===== src/rtl/core/mfrp_pkg.sv =====
`timescale 1ns / 1ps
// ----------------------------------------------------------------------------
// mfrp_pkg
// Shared constants, command codes and controller/datapath interface types
// for the motion frame record and playback unit.
// ----------------------------------------------------------------------------
package mfrp_pkg;

	// default sizing of the frame store
	localparam int MAX_FRAMES_DEF = 1024;
	localparam int CHANNELS_DEF   = 8;

	// fixed field widths
	localparam int FUNC_W     = 3;
	localparam int ANGLES_W   = 64;
	localparam int TIME_W     = 32;
	localparam int INTERVAL_W = 16;
	localparam int FRAMES_W   = 11;

	localparam logic [INTERVAL_W-1:0] INTERVAL_RESET = 16'd50;

	// command codes
	localparam logic [FUNC_W-1:0] FUNC_TICK       = 3'd0;
	localparam logic [FUNC_W-1:0] FUNC_START_REC  = 3'd1;
	localparam logic [FUNC_W-1:0] FUNC_STOP_REC   = 3'd2;
	localparam logic [FUNC_W-1:0] FUNC_START_PLAY = 3'd3;
	localparam logic [FUNC_W-1:0] FUNC_STOP_PLAY  = 3'd4;

	// controller to datapath strobes
	typedef struct packed {
		logic accept;      // register the incoming command
		logic exec;        // apply the command to the state
		logic rd_en;       // read the frame store
		logic rd_next;     // read address is play position plus one
		logic chk0;        // test first read frame
		logic chk1;        // test second read frame
		logic fin;         // end of sequence handling
		logic load;        // load a result into the output register
		logic load_second; // the loaded result is the second applied frame
	} mfrp_cmd_t;

	// datapath to controller status
	typedef struct packed {
		logic       tick_play; // registered command is a tick during playback
		logic       hit;       // read frame is due
		logic [1:0] hits;      // frames applied so far for this command
		logic       out_free;  // output register can take a result
	} mfrp_stat_t;

endpackage


===== src/rtl/core/mfrp_ctrl.sv =====
`timescale 1ns / 1ps
// ----------------------------------------------------------------------------
// mfrp_ctrl
// Controller state machine: sequences command execution, frame store reads,
// end of sequence handling and result transfers.
// ----------------------------------------------------------------------------
module mfrp_ctrl (
	input  logic                 clk,
	input  logic                 arst_n,
	input  logic                 in_valid,
	output logic                 in_ready,
	input  mfrp_pkg::mfrp_stat_t stat,
	output mfrp_pkg::mfrp_cmd_t  cmd
);

	localparam logic [2:0] ST_IDLE = 3'd0;
	localparam logic [2:0] ST_EXEC = 3'd1;
	localparam logic [2:0] ST_CHK0 = 3'd2;
	localparam logic [2:0] ST_CHK1 = 3'd3;
	localparam logic [2:0] ST_FIN  = 3'd4;
	localparam logic [2:0] ST_OUT0 = 3'd5;
	localparam logic [2:0] ST_OUT1 = 3'd6;

	logic [2:0] state_q;
	logic [2:0] state_nxt;

	// next state and command decode
	always_comb begin
		state_nxt = state_q;
		cmd       = '0;
		in_ready  = 1'b0;
		case (state_q)
			ST_IDLE: begin
				in_ready = 1'b1;
				if (in_valid) begin
					cmd.accept = 1'b1;
					state_nxt  = ST_EXEC;
				end
			end
			ST_EXEC: begin
				cmd.exec = 1'b1;
				if (stat.tick_play) begin
					cmd.rd_en = 1'b1;
					state_nxt = ST_CHK0;
				end else begin
					state_nxt = ST_OUT0;
				end
			end
			ST_CHK0: begin
				cmd.chk0 = 1'b1;
				if (stat.hit) begin
					cmd.rd_en   = 1'b1;
					cmd.rd_next = 1'b1;
					state_nxt   = ST_CHK1;
				end else begin
					state_nxt = ST_FIN;
				end
			end
			ST_CHK1: begin
				cmd.chk1  = 1'b1;
				state_nxt = ST_FIN;
			end
			ST_FIN: begin
				cmd.fin   = 1'b1;
				state_nxt = ST_OUT0;
			end
			ST_OUT0: begin
				if (stat.out_free) begin
					cmd.load  = 1'b1;
					state_nxt = (stat.hits == 2'd2) ? ST_OUT1 : ST_IDLE;
				end
			end
			ST_OUT1: begin
				if (stat.out_free) begin
					cmd.load        = 1'b1;
					cmd.load_second = 1'b1;
					state_nxt       = ST_IDLE;
				end
			end
			default: begin
				state_nxt = ST_IDLE;
			end
		endcase
	end

	// state register
	always_ff @(posedge clk or negedge arst_n) begin
		if (!arst_n) begin
			state_q <= ST_IDLE;
		end else begin
			state_q <= state_nxt;
		end
	end

endmodule


===== config.mk =====
export PLATFORM = sky130hd
export DESIGN_NAME = mfrp_ctrl
export DESIGN_NICKNAME = d
export VERILOG_FILES = /design/src/rtl/core/mfrp_pkg.sv /design/src/rtl/core/mfrp_ctrl.sv
export SDC_FILE = /design/constraint.sdc
export NUM_CORES = 1
export LEC_CHECK = 0
export ABC_CLOCK_PERIOD_IN_PS = 1300
export BUFFER_PORTS_ARGS = -buffer_cell sky130_fd_sc_hd__buf_2
export CAP_MARGIN = 20
export CORE_AREA = 2 2 39 41
export CTS_CLUSTER_DIAMETER = 60
export CTS_CLUSTER_SIZE = 30
export DETAILED_ROUTE_END_ITERATION = 8
export DIE_AREA = 0 0 41 43
export GPL_ROUTABILITY_DRIVEN = 0
export SYNTH_ARGS = -nofsm -noshare
export SYNTH_HDL_FRONTEND = slang
export SYNTH_SLANG_ARGS = --single-unit

===== constraint.sdc =====
create_clock -name clk -period 1.3 [get_ports clk]
set_input_delay 0.26 -clock clk [delete_from_list [all_inputs] [get_ports clk]]
set_output_delay 0.26 -clock clk [all_outputs]
set_load 0.1 [all_outputs]

==> results_dict.tcl, run 1 <==
set metrics [dict create \
    status "finished, violations left" \
    violations "setup timing" \
    dpl.cell_count 84 \
    cts_made_buffers 3 \
    tightestPinTransition_ps 312 \
    slew-limit-headroom_pct 79.1 \
    vias 470 \
    synth_nets 50 \
    clockBufferDepth 2 \
    syn-cell-area_um2 352 \
    design_area_um2 937 \
    largest-register "state_q" \
    maxCapViolCount 0 \
    grt_pass1_wl_um 1890 \
    diodes 0 \
    hold_viol_final 0 \
    min_path_type "in -> async" \
    ant_nets 0 \
    fin_crit_sh_pct 123 \
    vias_per_cell 4.75 \
    initial_core_util_pct 25.4 \
    largest_register_ffs 3 \
    synth_ff_type "dfrtp_1" \
    dr.first_iter.drc_count 3 \
    fin_ws_ps -297 \
    antenna_found_initial 0 \
    reg_top3 "state_q x3" \
    synth_edf_count 0 \
    insertion_delay_ps 240 \
    crit_start "state_q[1]" \
    dp_hpwl_um 784 \
    fin_crit_ps 1600 \
    regToRegStartpoint "state_q[2]" \
    die-area_mm2 0.00176 \
    cts_tree "done" \
    htreeDepth 1 \
    core_mm2 0.00138 \
    grt.overflow.total 0 \
    syn_to_final_growth_pct 167 \
    netlist_instances 42 \
    crit_path_start_kind "register" \
    crit_fanout 6 \
    drv_slew 0 \
    rsz0062_at_grt "true" \
    cp-end-kind "output pin" \
    dieWidth_um 41 \
    fin_skew_ps 5.74 \
    cp.required_ps 1040 \
    wl_per_cell_um 12.4 \
    fin_nets 92 \
    grt_max_degree 7 \
    async_flop_share_pct 100 \
    grt_pass1_vias 442 \
    ys_types 19 \
    final_cells 99 \
    cp_data_arrival_time_ps 1340 \
    drt_first_pass_iters 4 \
    syn_area_per_cell_um2 8.37 \
    cts-root-buf "clkbuf_4" \
    route.detailed.drc 0 \
    portBuffers 17 \
    track_usage_pct 15.2 \
    drive_above_1_share_pct 78.3 \
    wl_um 1220 \
    finalSetupViolCount 13 \
    clkTransAtPathRegs_ps 40 \
    fmaxAchievable_ghz 0.626 \
    ys_warn_count 0 \
    die_h_um 43 \
    yosysSeqAreaShare_pct 21.4 \
    rows 14 \
    pin_count 18 \
    cts_sinks 3 \
    post_dp_cell_area_um2 723 \
    fillers 99 \
    r2r_cells 5 \
    ys_seq_elements 3 \
    crit_type "reg -> out" \
]
-- synth_stat cells (2+ instances only) --
library cell,instances,share of area (%)
a21oi_1,3,4.3
dfrtp_1,3,21
nor2_1,7,7.5
and2_1,2,3.6
nor2b_1,3,5.3
nand2b_1,5,8.9
o22ai_1,3,5.3
buf_6,2,6.4
nor3_1,3,4.3
nand2_1,2,2.1
-- path summary, 6_finish.rpt --
| check | endpoint | slack [ps] |
|---|---|---|
| max | cmd[1] | -300 |
| min | state_q[2] | 360 |
| max reg2reg | state_q[1] | -50 |
| min reg2reg | state_q[2] | 800 |
| max in group asynchronous | state_q[1] | 820 |
| min in group clk | state_q[2] | 390 |
-- per-stage QoR --
stage	TNS, ps	hold slack (ps)	setup WS, ps	util (%)
floorplan	-4240	-35.6	-848	-
global placement	-373	55.8	-109	52.3
detailed placement	-565	56.1	-133	52.3
CTS	-2600	347	-299	62.6
global route	-3240	356	-357	67.7
finish	-2570	361	-297	67.7
-- what timing repair did --
item	CTS	global route
setup buffers	5	5
cloned	0	0
endpoints found under the setup margin	12	13
resized for setup	18	8
pin swaps	9	6
hold buffers	1	0
hold endpoints to repair	3	0
-- worst max-delay path: stages (launching register included) --
cell,delay (ps)
dfrtp_2,440
buf_4,160
nand2b_4,130
and2_4,180
nor2_4,40
buf_12,150
-- placed cells by master, fill, tap and decap left out, types with 2 or more instances in the layout --
cell / synthesis / layout
buf_4: 1 / 9
nand2b_4: 1 / 4
a21oi_1: 3 / 3
o22ai_1: 3 / 3
nor2_4: 0 / 6
buf_6: 2 / 13
nor3_1: 3 / 2
clkbuf_4: 0 / 3
buf_12: 0 / 10
dfrtp_2: 0 / 3
buf_2: 0 / 7
and2_4: 0 / 2
nand2b_1: 5 / 2
nor2b_4: 1 / 3
-- kinds of logic (layout without fill, tap and decap cells) --
| kind of cell | after synthesis | in the layout | synth area share [%] |
|---|---|---|---|
| AND/OR/NAND/NOR | 24 | 24 | 39.5 |
| AO/OA/AOI/OAI | 11 | 11 | 29.5 |
| flip-flops | 3 | 3 | 21.4 |
| buffers and inverters | 4 | 45 | 9.61 |
-- final cells by class --
class                      count  area (µm²)  share of cell area (%)
multi-input combinational     35         349                    37.2
tap                           16        20.0                    2.14
sequential                     3        78.8                    8.41
inverter                       1        3.75                   0.401
clock buffer                   4        26.3                    2.80
timing repair buffer          40         459                    49.0
-- routing by layer --
layer,part of all wire [%],global-route usage (%),wire length (µm),vias up
met5,0,0,0,-
met4,1.3,6.00,16,0
met3,4.2,1.57,51,2
met2,51,23.4,619,15
met1,44,20.7,537,226
li1,-,-,-,227
Power of run 1 is not shown: default switching activity piles up to over one toggle a cycle in this logic, so the estimate is an artifact.
==> inputs of run 2 (changes only) <==
--- a/config.mk
+++ b/config.mk
@@ -8,12 +8,14 @@
 export ABC_CLOCK_PERIOD_IN_PS = 1300
 export BUFFER_PORTS_ARGS = -buffer_cell sky130_fd_sc_hd__buf_2
 export CAP_MARGIN = 20
-export CORE_AREA = 2 2 39 41
+export CELL_PAD_IN_SITES_DETAIL_PLACEMENT = 0
+export CELL_PAD_IN_SITES_GLOBAL_PLACEMENT = 2
+export CORE_UTILIZATION = 22
 export CTS_CLUSTER_DIAMETER = 60
 export CTS_CLUSTER_SIZE = 30
 export DETAILED_ROUTE_END_ITERATION = 8
-export DIE_AREA = 0 0 41 43
 export GPL_ROUTABILITY_DRIVEN = 0
+export PLACE_DENSITY_LB_ADDON = 0.1
 export SYNTH_ARGS = -nofsm -noshare
 export SYNTH_HDL_FRONTEND = slang
 export SYNTH_SLANG_ARGS = --single-unit
==> results_dict.tcl, run 2 (synthesis gave the netlist of run 1 again) <==
set metrics [dict create \
    status "finished, violations left" \
    violations "setup timing" \
    finalSetupViolCount 10 \
    cts_sinks 3 \
    drv_slew 0 \
    crit_start "state_q[2]" \
    grt_pass1_vias 466 \
    fmaxAchievable_ghz 0.627 \
    diodes 0 \
    cts_tree "done" \
    wl_um 1130 \
    final_common_cell "buf_4" \
    fillers 129 \
    pin_count 18 \
    fin_crit_sh_pct 123 \
    cts_made_buffers 3 \
    path_cells "buf_6, nor3_4, and2_4, buf_12" \
    hold_viol_final 0 \
    insertion_delay_ps 240 \
    rows 14 \
    track_usage_pct 15.8 \
    vias 428 \
    crit_fanout 7 \
    dieWidth_um 42.0 \
    grt.overflow.total 0 \
    drt_first_pass_iters 1 \
    fin_nets 90 \
    regToRegStartpoint "state_q[1]" \
    register_area_um2 77.6 \
    cp.required_ps 1040 \
    drive_above_1_share_pct 76.5 \
    whs_ps 355 \
    crit_type "reg -> out" \
    fin_skew_ps 4.38 \
    dr.first_iter.drc_count 0 \
    slew-limit-headroom_pct 78.3 \
    fin_ws_ps -296 \
    grt_max_degree 9 \
    clockBufferDepth 2 \
    vias_per_cell 4.41 \
    wl_per_cell_um 11.7 \
    antenna_found_initial 0 \
    portBuffers 17 \
    route.detailed.drc 0 \
    reg_top3 "state_q x3" \
    crit_path_start_kind "register" \
    initial_core_util_pct 23.3 \
    rsz0062_at_grt "true" \
    die_h_um 42.0 \
    min_path_type "in -> async" \
    largest-register "state_q" \
    tightestPinTransition_ps 325 \
    syn_to_final_growth_pct 152 \
    clkTransAtPathRegs_ps 40 \
    max_stage_delay_ps 450 \
    cp-end-kind "output pin" \
    largest_register_ffs 3 \
    dp_slack_ps -148 \
    maxCapViolCount 0 \
    multi_input_area_um2 333 \
    ant_nets 0 \
    critical-path-slowest-cell "dfrtp_2" \
    dp_hpwl_um 884 \
    cp_data_arrival_time_ps 1340 \
    fin_crit_ps 1600 \
    grt_pass1_wl_um 2050 \
    core_mm2 0.00151 \
    final_cell_mix "buf_4 (12), buf_12 (10), buf_6 (8)" \
    die-area_mm2 0.00176 \
    cts-root-buf "clkbuf_4" \
    htreeDepth 1 \
]
run 2: cell types whose count changed in the layout (fill, tap and decap cells not counted), moves of 2 or more:
| cell | previous run | this run |
|---|---|---|
| nor2_2 | 0 | 2 |
| nor2_4 | 6 | 4 |
| buf_6 | 13 | 8 |
| buf_4 | 9 | 12 |
run 2: path summary, 6_finish.rpt:
check / to / cells past startpoint / slack, ps
setup / recovery: cmd[8] / 4 / -300
min in group clk: state_q[0] / 4 / 370
setup reg to reg: state_q[2] / 5 / 30
hold / removal: state_q[0] / 2 / 360
max in group asynchronous: state_q[1] / 2 / 810
hold reg to reg: state_q[0] / 3 / 730
run 2: timing repair:
item | 4_1_cts | 5_1_grt
buffers inserted | 3 | 1
hold endpoints to repair | 3 | 0
hold buffers | 1 | 0
pin swaps | 5 | 4
setup endpoints to repair | 13 | 13
gates resized for setup | 12 | 5
gates cloned | 0 | 0
run 2: worst max-delay path: cells and delay by family (launching register included):
family | cells | cell delay [ps]
buf+inv | 2 | 300
simple gates | 2 | 340
flops | 1 | 450
run 2: cell type report:
| cell class | instances | share of cell area [%] |
|---|---|---|
| Clock buffer | 4 | 2.97 |
| Inverter | 1 | 0.424 |
| Multi-Input combinational cell | 35 | 37.6 |
| Sequential cell | 3 | 8.76 |
| Tap cell | 16 | 2.26 |
| Timing Repair Buffer | 38 | 48.0 |
run 2: through the flow:
step,cells,util (%),instance area [µm²],TNS (ps)
detailed placement,89,50.5,761,-972
global placement,89,50.5,761,-577
CTS,97,57.5,866,-2740
global route,97,58.8,886,-3180
finish,97,58.8,886,-2540
floorplan,42,-,412,-4240
run 2: layer usage:
layer	track usage, %	wire, µm	part of all wire (%)	up-vias
li1	-	-	-	221
met1	17.7	404	36	198
met2	27.2	679	60	9
met3	3.02	47	4.2	0
met4	9.68	0	0	0
met5	0	0	0	-
Power of run 2 is left out for the same reason.
